$ cat config.mk
export PLATFORM = sky130hd
export DESIGN_NAME = flash_ctrl_field_register_bank_top
export DESIGN_NICKNAME = d
export VERILOG_FILES = /design/src/hdl/fcfrb_pkg.sv /design/src/hdl/fcfrb_ctrl.sv /design/src/hdl/fcfrb_datapath.sv /design/src/hdl/flash_ctrl_field_register_bank_top.sv
export SDC_FILE = /design/constraint.sdc
export NUM_CORES = 1
export LEC_CHECK = 0
export ABC_AREA = 1
export BUFFER_PORTS_ARGS = -buffer_cell sky130_fd_sc_hd__clkbuf_2
export CAP_MARGIN = 25
export CORE_MARGIN = 3
export CORE_UTILIZATION = 55
export CTS_BUF_LIST = sky130_fd_sc_hd__clkbuf_16
export CTS_CLUSTER_DIAMETER = 80
export CTS_CLUSTER_SIZE = 24
export DETAILED_ROUTE_END_ITERATION = 8
export PLACE_DENSITY = 0.75
export SYNTH_ARGS = -nofsm -noshare
export SYNTH_HDL_FRONTEND = slang
export SYNTH_SLANG_ARGS = --single-unit
$ cat constraint.sdc
create_clock -name clock -period 9.3 [get_ports clock]
set_clock_uncertainty 0.15 [all_clocks]
set_input_delay 1.86 -clock clock [delete_from_list [all_inputs] [get_ports clock]]
set_output_delay 1.86 -clock clock [all_outputs]
set_load 0.005 [all_outputs]
$ cat src/hdl/fcfrb_pkg.sv
package fcfrb_pkg;

   localparam int NUM_REGS = 6;

   // register numbers
   localparam logic [2:0] REG_ACR    = 3'd0;
   localparam logic [2:0] REG_KEY    = 3'd1;
   localparam logic [2:0] REG_OPTKEY = 3'd2;
   localparam logic [2:0] REG_SR     = 3'd3;
   localparam logic [2:0] REG_CR     = 3'd4;
   localparam logic [2:0] REG_OPTCR  = 3'd5;

   // response status codes
   localparam logic [1:0] STATUS_OK       = 2'd0;
   localparam logic [1:0] STATUS_BOUNDS   = 2'd1;
   localparam logic [1:0] STATUS_RESERVED = 2'd2;
   localparam logic [1:0] STATUS_LOCKED   = 2'd3;

   localparam logic [31:0] KEY_FIRST  = 32'h4567_0123;
   localparam logic [31:0] KEY_SECOND = 32'hCDEF_89AB;
   localparam logic [31:0] ALL_ONES   = 32'hFFFF_FFFF;
   localparam logic [31:0] CR_RESET   = 32'h8000_0000;
   localparam int          LOCK_BIT   = 31;

   // controller to datapath commands
   typedef struct packed {
      logic capture;
      logic commit;
   } fcfrb_cmd_type;

   // non-reserved start bits per register
   function automatic logic [31:0] valid_bits(input logic [2:0] r);
      logic [31:0] v;
      v = ALL_ONES;
      unique case (r)
         REG_ACR:   v = ~((32'hF << 4) | 32'hFFFF_E000);
         REG_SR:    v = ~((32'h3 << 2) | (32'h7F << 9) | (32'h7FFF << 17));
         REG_CR:    v = ~((32'h1 << 7) | (32'h3F << 10) | (32'h7F << 17) | (32'h1F << 26));
         REG_OPTCR: v = ~((32'h1 << 4) | (32'h7F << 24));
         default:   v = ALL_ONES;
      endcase
      return v;
   endfunction

   // field width in bits for a register and start bit
   function automatic logic [5:0] field_width(input logic [2:0] r, input logic [4:0] pos);
      logic [5:0] w;
      w = 6'd1;
      unique case (r)
         REG_ACR:              w = (pos == 5'd0) ? 6'd4 : 6'd1;
         REG_KEY, REG_OPTKEY:  w = 6'd32;
         REG_CR: begin
            if (pos == 5'd3) w = 6'd4;
            else if (pos == 5'd8) w = 6'd2;
            else w = 6'd1;
         end
         REG_OPTCR: begin
            if (pos == 5'd2) w = 6'd2;
            else if (pos == 5'd8 || pos == 5'd16) w = 6'd8;
            else w = 6'd1;
         end
         default:              w = 6'd1;
      endcase
      return w;
   endfunction

endpackage

$ cat src/hdl/fcfrb_ctrl.sv
module fcfrb_ctrl
   import fcfrb_pkg::*;
(
   input  logic          clock,
   input  logic          reset,
   input  logic          req_tvalid,
   output logic          req_tready,
   output logic          rsp_tvalid,
   input  logic          rsp_tready,
   output fcfrb_cmd_type cmd
);

   typedef enum logic {
      ST_IDLE,
      ST_EXEC
   } state_type;

   state_type state_ff, state_in;
   logic      rsp_valid_ff, rsp_valid_in;
   logic      out_free;

   assign req_tready = (state_ff == ST_IDLE);
   assign rsp_tvalid = rsp_valid_ff;
   assign out_free   = !rsp_valid_ff || rsp_tready;

   always_comb begin
      state_in     = state_ff;
      rsp_valid_in = rsp_valid_ff && !rsp_tready;
      cmd          = '0;
      unique case (state_ff)
         ST_IDLE: begin
            if (req_tvalid) begin
               cmd.capture = 1'b1;
               state_in    = ST_EXEC;
            end
         end
         ST_EXEC: begin
            // result goes out once the output register is free
            if (out_free) begin
               cmd.commit   = 1'b1;
               rsp_valid_in = 1'b1;
               state_in     = ST_IDLE;
            end
         end
         default: state_in = ST_IDLE;
      endcase
   end

   always_ff @(posedge clock) begin
      if (reset) begin
         state_ff     <= ST_IDLE;
         rsp_valid_ff <= 1'b0;
      end else begin
         state_ff     <= state_in;
         rsp_valid_ff <= rsp_valid_in;
      end
   end

endmodule

$ cat src/hdl/fcfrb_datapath.sv
module fcfrb_datapath
   import fcfrb_pkg::*;
(
   input  logic          clock,
   input  logic          reset,
   input  fcfrb_cmd_type cmd,
   input  logic          mode,
   input  logic [2:0]    reg_select,
   input  logic [5:0]    bit_pos,
   input  logic [31:0]   write_value,
   output logic [31:0]   read_data,
   output logic [1:0]    status
);

   logic        mode_ff;
   logic [2:0]  reg_ff;
   logic [5:0]  pos_ff;
   logic [31:0] val_ff;

   logic [31:0] bank_ff [NUM_REGS];
   logic [31:0] bank_in [NUM_REGS];
   logic        key_stage_ff, key_stage_in;
   logic [31:0] read_data_ff, read_data_in;
   logic [1:0]  status_ff, status_in;

   logic        reg_ok;
   logic [4:0]  pos5;
   logic [5:0]  width;
   logic        overrun;
   logic [31:0] mask;
   logic [31:0] cur;
   logic        is_key;
   logic [31:0] starts;

   assign pos5    = pos_ff[4:0];
   assign reg_ok  = (reg_ff < 3'(NUM_REGS)) && !pos_ff[5];
   assign width   = field_width(reg_ff, pos5);
   assign overrun = ({2'b00, pos5} + {1'b0, width}) > 7'd32;
   assign mask    = width[5] ? ALL_ONES : ((32'd1 << width) - 32'd1);
   assign cur     = reg_ok ? bank_ff[reg_ff] : '0;
   assign is_key  = (reg_ff == REG_KEY) || (reg_ff == REG_OPTKEY);
   assign starts  = valid_bits(reg_ff);

   always_comb begin
      for (int i = 0; i < NUM_REGS; i++) bank_in[i] = bank_ff[i];
      key_stage_in = key_stage_ff;
      read_data_in = '0;
      status_in    = STATUS_OK;
      if (!mode_ff) begin
         priority if (!reg_ok || overrun) begin
            read_data_in = ALL_ONES;
            status_in    = STATUS_BOUNDS;
         end else if (is_key) begin
            read_data_in = '0;
         end else begin
            read_data_in = (cur >> pos5) & mask;
         end
      end else begin
         priority if (!reg_ok) begin
            status_in = STATUS_BOUNDS;
         end else if (!starts[pos5]) begin
            status_in = STATUS_RESERVED;
         end else if (overrun) begin
            status_in = STATUS_BOUNDS;
         end else if (val_ff > mask) begin
            status_in = STATUS_RESERVED;
         end else if (reg_ff == REG_KEY) begin
            // two-word unlock sequence, any miss restarts it
            if (!key_stage_ff && val_ff == KEY_FIRST) begin
               key_stage_in = 1'b1;
            end else begin
               if (key_stage_ff && val_ff == KEY_SECOND) begin
                  bank_in[REG_CR][LOCK_BIT] = 1'b0;
               end
               key_stage_in = 1'b0;
            end
         end else if (reg_ff == REG_OPTKEY) begin
            status_in = STATUS_OK;
         end else if (reg_ff == REG_CR && bank_ff[REG_CR][LOCK_BIT]) begin
            status_in = STATUS_LOCKED;
         end else begin
            bank_in[reg_ff] = (cur & ~(mask << pos5)) | ((val_ff << pos5) & (mask << pos5));
         end
      end
   end

   always_ff @(posedge clock) begin
      if (cmd.capture) begin
         mode_ff <= mode;
         reg_ff  <= reg_select;
         pos_ff  <= bit_pos;
         val_ff  <= write_value;
      end
      if (cmd.commit) begin
         read_data_ff <= read_data_in;
         status_ff    <= status_in;
      end
   end

   always_ff @(posedge clock) begin
      if (reset) begin
         for (int i = 0; i < NUM_REGS; i++) bank_ff[i] <= '0;
         bank_ff[REG_CR] <= CR_RESET;
         key_stage_ff    <= 1'b0;
      end else if (cmd.commit) begin
         for (int i = 0; i < NUM_REGS; i++) bank_ff[i] <= bank_in[i];
         key_stage_ff <= key_stage_in;
      end
   end

   assign read_data = read_data_ff;
   assign status    = status_ff;

endmodule

$ cat src/hdl/flash_ctrl_field_register_bank_top.sv
// channel   | dir | tdata                                             | tuser
// request   | in  | [2:0] reg_select, [8:3] bit_pos, [40:9] write_value | [0] mode
// response  | out | [31:0] read_data                                  | [1:0] status
//
// each request takes two steps: capture, then field decode and read-modify-write
// on the register bank; the next request is taken only after the commit
// reset is synchronous, active high; it relocks the control register and
// restarts the key sequence
// the response sits in an output register; a new request is taken while it
// waits, and the next result is held back until the response is taken
module flash_ctrl_field_register_bank_top
   import fcfrb_pkg::*;
(
   input  logic        clock,
   input  logic        reset,
   input  logic        req_tvalid,
   output logic        req_tready,
   input  logic [47:0] req_tdata,   // [2:0] reg_select, [8:3] bit_pos, [40:9] write_value
   input  logic [0:0]  req_tuser,   // [0] mode
   output logic        rsp_tvalid,
   input  logic        rsp_tready,
   output logic [31:0] rsp_tdata,   // [31:0] read_data
   output logic [1:0]  rsp_tuser    // [1:0] status
);

   fcfrb_cmd_type cmd;

   // controller: request capture and response handshake
   fcfrb_ctrl u_ctrl (
      .clock      (clock),
      .reset      (reset),
      .req_tvalid (req_tvalid),
      .req_tready (req_tready),
      .rsp_tvalid (rsp_tvalid),
      .rsp_tready (rsp_tready),
      .cmd        (cmd)
   );

   // datapath: field decode, checks, register bank and unlock state
   fcfrb_datapath u_datapath (
      .clock       (clock),
      .reset       (reset),
      .cmd         (cmd),
      .mode        (req_tuser[0]),
      .reg_select  (req_tdata[2:0]),
      .bit_pos     (req_tdata[8:3]),
      .write_value (req_tdata[40:9]),
      .read_data   (rsp_tdata),
      .status      (rsp_tuser)
   );

endmodule

* Word-level counts from Yosys, hierarchy flattened
Memory sizes are Yosys's and may differ from the RTL's. A register that Yosys moved wholly into a read port is not among the register bits.
Index checks and enable logic that the tools add are counted.
Widths: inputs -> output; s select.
** Storage, ports and cells
- Register bits :: 79
- ROM bits :: 0
- RAM bits :: 192
- Bits in latches :: 0
- Output and inout bits :: 36
- Memories :: 1
** Memories
- u_datapath.bank_ff :: depth 6, bits a word 32, rd ports 7, clocked after Yosys merged registers in 1, wr ports 6, RTL line fcfrb_datapath.sv:20 : logic [31:0] bank_ff [NUM_REGS];
** Cells by class
- Add/subtract/negate cells :: 2
- Equality and inequality tests :: 11
- Bitwise gates (word level) :: 16
- Reductions and logical operators :: 19
- Multiplexer cells :: 59
- Shift operators :: 4
- $mul :: 0
- Divide/modulo/power cells :: 0
- $lt $le $gt $ge :: 6
** Operators with widths (count)
- $mux 192 :: 7
- $mux 32 :: 12
- $bwmux 192 :: 1
- $mux 128 :: 1
- $pmux 32 s4 :: 1
- $and 32x32->32 :: 3
- $demux 32 s3 :: 1
- $shl 32x5->32 :: 2
- $mux 63 :: 1
- $eq 32x31->1 const B :: 1
- $eq 32x32->1 const B :: 1
- $gt 32x32->1 :: 1
- $not 32->32 :: 1
- $or 32x32->32 :: 1
- $shl 1x6->32 const A :: 1
- $shr 32x5->32 :: 1
- $sub 32x1->32 const B :: 1
- $pmux 6 s4 :: 1
- $mux 1 :: 18
- $mux 2 :: 9
- $mux 6 :: 2
- $eq 5x2->1 const B :: 2
- $add 5x6->7 :: 1
- $gt 7x6->1 const B :: 1
- other kinds (23) :: 46

* Longest topological paths before layout
- Word-level depth :: 22
- Depth in mapped cells :: 28
- Depth with buffers taken out :: 27

* Hierarchy
Synthesis repeated with hierarchy kept, for this count alone.
** Second synthesis, totals
- Cells, all modules :: 2898
- Area total of the unflattened synthesis :: 20294.5 µm²
** By module, submodules not included
- fcfrb_datapath :: cells an instance 2887, times used 1, area an instance 20210.6 µm²
- fcfrb_ctrl :: cells an instance 11, times used 1, area an instance 83.8 µm²

* Worst setup path before layout
Ideal clock, no wire load.
- Path type :: register to register
- From :: reg u_datapath.reg_ff[2] (netlist name)
- To :: mem u_datapath.bank_ff[0][0], enable pin
- Setup slack :: -431 ps
- Library setup time :: 617 ps
- Data arrival time :: 8965 ps
- Cell stages (with the launch flop) :: 24
- Buffers on the path :: 2
- Cells stage by stage :: edfxtp_1 -> nand2_2 -> inv_2 -> clkbuf_1 -> nand2_1 -> nor2_1 -> nor4_1 -> ha_1 -> nand3_4 -> inv_2 -> nand2_4 -> nand2_4 -> clkbuf_1 -> inv_1 -> ha_1 -> nand2_1 -> nor3_1 -> nor4b_1 -> nand3_1 -> nand2_1 -> nand2_1 -> nor2_1 -> nor2_1 -> nor2_1
** RTL lines (RTL line)
- to (decl) :: fcfrb_datapath.sv:20

==> flow_summary.yaml <==
yosys:
  synth_top_family_by_area: "simple AND/OR/NAND/NOR gates"
  synth-compound-area-share_pct: 15.7
  ys_types: 65
  synth-xor-area-share_pct: 0.173
  synthMuxAreaShare_pct: 0.700
  yosysWarnings: 0
  ys_ff_latch: 274
  synth_adder_area_share_pct: 2.45
  yosysSeqAreaShare_pct: 40.4
  synth_cells: 2805
  synth_top_flop_cell: "edfxtp_1"
  yosys.area_share.simple_pct: 29.4
  async_reset_ff_share_pct: 0
  ys_top_cells_by_area: "edfxtp_1, nand2_1, nand3_1, inv_1, o21ai_0"
  synth_largest_area_cell: "edfxtp_1"
  synth_edf_count: 268
  avgSynthCellArea_sq_um: 7.20
  synth_area_sq_um: 20200
  yosysTopAreaCellShare_pct: 39.9
worst_setup_path:
  crit_type: "reg2reg"
  critPathSlowestCell: "buf_4"
  cp-end-kind: "register"
  crit_fanout: 65
  ff2ff_path_depth: 25
  critPathRequiredTime_ns: 9.33
  critPathLaunchType: "register"
  arrival_ns: 6.71
  max_stage_delay_ns: 0.59
floorplan:
  fp.dieH_microns: 198
  die_w_microns: 198
  die_area_sq_um: 39000
  start_util_pct: 56.2
  top_level_ports: 89
  design.core.area_sq_um: 35900
  num_rows: 69
cts:
  clock_path_buffers: 3
  root_buffer: "clkbuf_16"
  htreeDepth: 1
  postCtsSetupBuffers: 0
  clkSinkCount: 274
  numCtsBuffers: 18
  cts_tree: "built"
  insertion_delay_ns: 0.55
  cts_resized: 0
  postCtsHoldBufs: 0
  clk_pin_slew_worst_paths_ns: 0.09
sta:
  setup_tns_ns: 0
  finalSetupViolCount: 0
  fmax_ghz: 0.150
  worst_pin_slew_ns: 1.10
  timing.final.crit_share_pct: 71.8
  slew_violations: 0
  rsz0062_at_grt: "no"
  slew_headroom_pct: 26.4
  fin_crit_ns: 6.68
  hold_violations: 0
pwr:
  power_density_nw_per_um2: 152
  p_leak_nw: 9.94
  ir_drop_mv: 0.190
placement:
  place_hpwl_microns: 47300
  port_buffers: 81
  place.gp.congestion: 1.04
cells_and_area:
  area_delta_synth_final_pct: 5.56
  nFillCells: 3363
  drive_gt1_share_pct: 8.74
  diodes: 0
  nets: 2862
  final_util_pct: 59.4
detailed_routing:
  top_layer: "met4"
  drt-initial-drc-count: 2234
  wl_met1_microns: 27800
  drtAntennaViolNets: 0
  routed-wl-met2_microns: 30400
  vias: 19446
  drt_wl_total_microns: 67000
  drc: 0
  drt_pass1_iterations: 6
  vias_per_cell: 6.00
  wire_per_inst_microns: 20.7
  dr_wl_met3_microns: 5520
global_routing:
  grt_overflow: 0
  grt_pass1_wl_microns: 103000
  grt_util_all_layers_pct: 33.8
  grt_pass1_vias: 18108
  antenna_found_initial: 0
  grt_max_degree: 98
hold_path:
  min_path_cells: 2
  min_path_type: "reg2reg"
run_status:
  status: "complete, no violations"
flow_run:
  maxCapViolations: 0
## placed cells by master, fill, tap and decap left out, types with 3 or more instances in the layout
cell,Yosys,final
dfxtp_1,6,4
clkbuf_16,0,18
inv_2,13,13
nor3_1,8,8
o211ai_1,71,71
xor2_1,3,3
o22ai_1,9,9
or2_2,4,4
o21a_1,7,7
o221ai_1,5,5
buf_4,7,37
a22oi_1,3,3
a211oi_1,4,4
nand2_1,602,602
o21ai_1,18,18
nor2_2,10,12
edfxtp_1,268,268
a21oi_1,206,206
mux2i_1,13,13
inv_1,375,373
nor2_4,3,6
nand3_2,9,9
nand4_2,4,4
nand3_1,359,359
o21ai_2,3,3
o21ai_0,215,215
nand2_2,17,17
nor2_1,278,273
nand2_4,5,5
nor4_1,9,9
nand4_1,28,28
clkbuf_2,0,81
ha_1,38,38
inv_6,0,5
inv_4,2,3
conb_1,1,3
nand3_4,3,3
## synth_stat cells, drive strengths merged (3+ instances only)
cell / instances
inv: 390
edfxtp: 268
mux2i: 13
o22ai: 10
o21a: 7
nand4: 32
a21oi: 208
or2: 4
buf: 91
nand2: 624
a211oi: 4
nor2: 292
o211ai: 72
clkbuf: 85
nor4: 9
o221ai: 5
xor2: 3
ha: 38
nor3: 9
a22oi: 3
o31ai: 3
nand3: 371
dfxtp: 6
o21ai: 238
## per-layer routing
layer,vias up,GRT usage [%]
li1,9315,-
met1,9086,46.0
met2,878,53.7
met3,167,5.30
met4,0,15.0
met5,-,0
## path summary, 6_finish.rpt
path / from / end / slack (ns)
max: u_datapath.pos_ff[0]$_DFFE_PP_ / u_datapath.bank_ff[1][27]$_SDFFCE_PN0P_ / 2.62
min reg2reg: u_datapath.key_stage_ff$_SDFFE_PP0P_ / u_datapath.key_stage_ff$_SDFFE_PP0P_ / 0.35
min: u_datapath.key_stage_ff$_SDFFE_PP0P_ / u_datapath.key_stage_ff$_SDFFE_PP0P_ / 0.35
max reg2reg: u_datapath.pos_ff[0]$_DFFE_PP_ / u_datapath.bank_ff[1][27]$_SDFFCE_PN0P_ / 2.62
## through the flow
| stage | cell area, sq um | cells | setup WS [ns] | hold slack (ns) | power (mW) |
|---|---|---|---|---|---|
| 6_report | 21300 | 3241 | 2.62 | 0.347 | 3.25 |
| 5_1_grt | 21300 | 3241 | 2.15 | 0.361 | 3.40 |
| 3_3_place_gp | 20700 | 3210 | 2.81 | 0.323 | 2.38 |
| 3_5_place_dp | 20700 | 3211 | 2.75 | 0.326 | 2.41 |
| 2_1_floorplan | 20200 | 2807 | 1.73 | 0.294 | 2.13 |
| 4_1_cts | 21300 | 3241 | 2.71 | 0.340 | 3.25 |
## critical path: cells and delay by family, from the launching register on
kind	cells	cell delay [ns]
AND/OR/NAND/NOR	17	3.35
buffers and inverters	6	1.69
adder cells (fa/ha/maj)	2	0.65
flip-flops	1	0.36
## logic make-up after synthesis
| family | after synthesis |
|---|---|
| xor gates and xnor gates | 4 |
| other | 1 |
| and+or+nand+nor | 1347 |
| DFF | 274 |
| buffers and inverters | 567 |
| AOI/OAI and AO/OA | 559 |
| muxes | 14 |
| adders and majority gates | 39 |
## state kept, by name, summed over array words and instances, names as in the netlist, named ones only
register	cells
u_ctrl.state_ff	1
u_datapath.status	2
u_datapath.key_stage_ff	1
u_ctrl.rsp_tvalid	1
u_datapath.bank_ff	192
u_datapath.pos_ff	6
u_datapath.reg_ff	3
u_datapath.val_ff	32
u_datapath.read_data	32
u_datapath.mode_ff	1
## power breakdown
part	internal, mW	switching (mW)
sequential	1.47	0.0481
combinational	0.240	0.642
clock	0.378	0.471
## final cells by class
class,count,area (sq um),share of cell area (%)
clock inverters,12,123,0.575
clock buffers,18,450,2.11
repair buffers,119,711,3.33
flip-flops and latches,274,8170,38.3
inverters,391,1480,6.92
well taps,461,577,2.71
multi-input cells,1966,9810,46.0
Note: power is estimated with default switching activity, not from simulation.
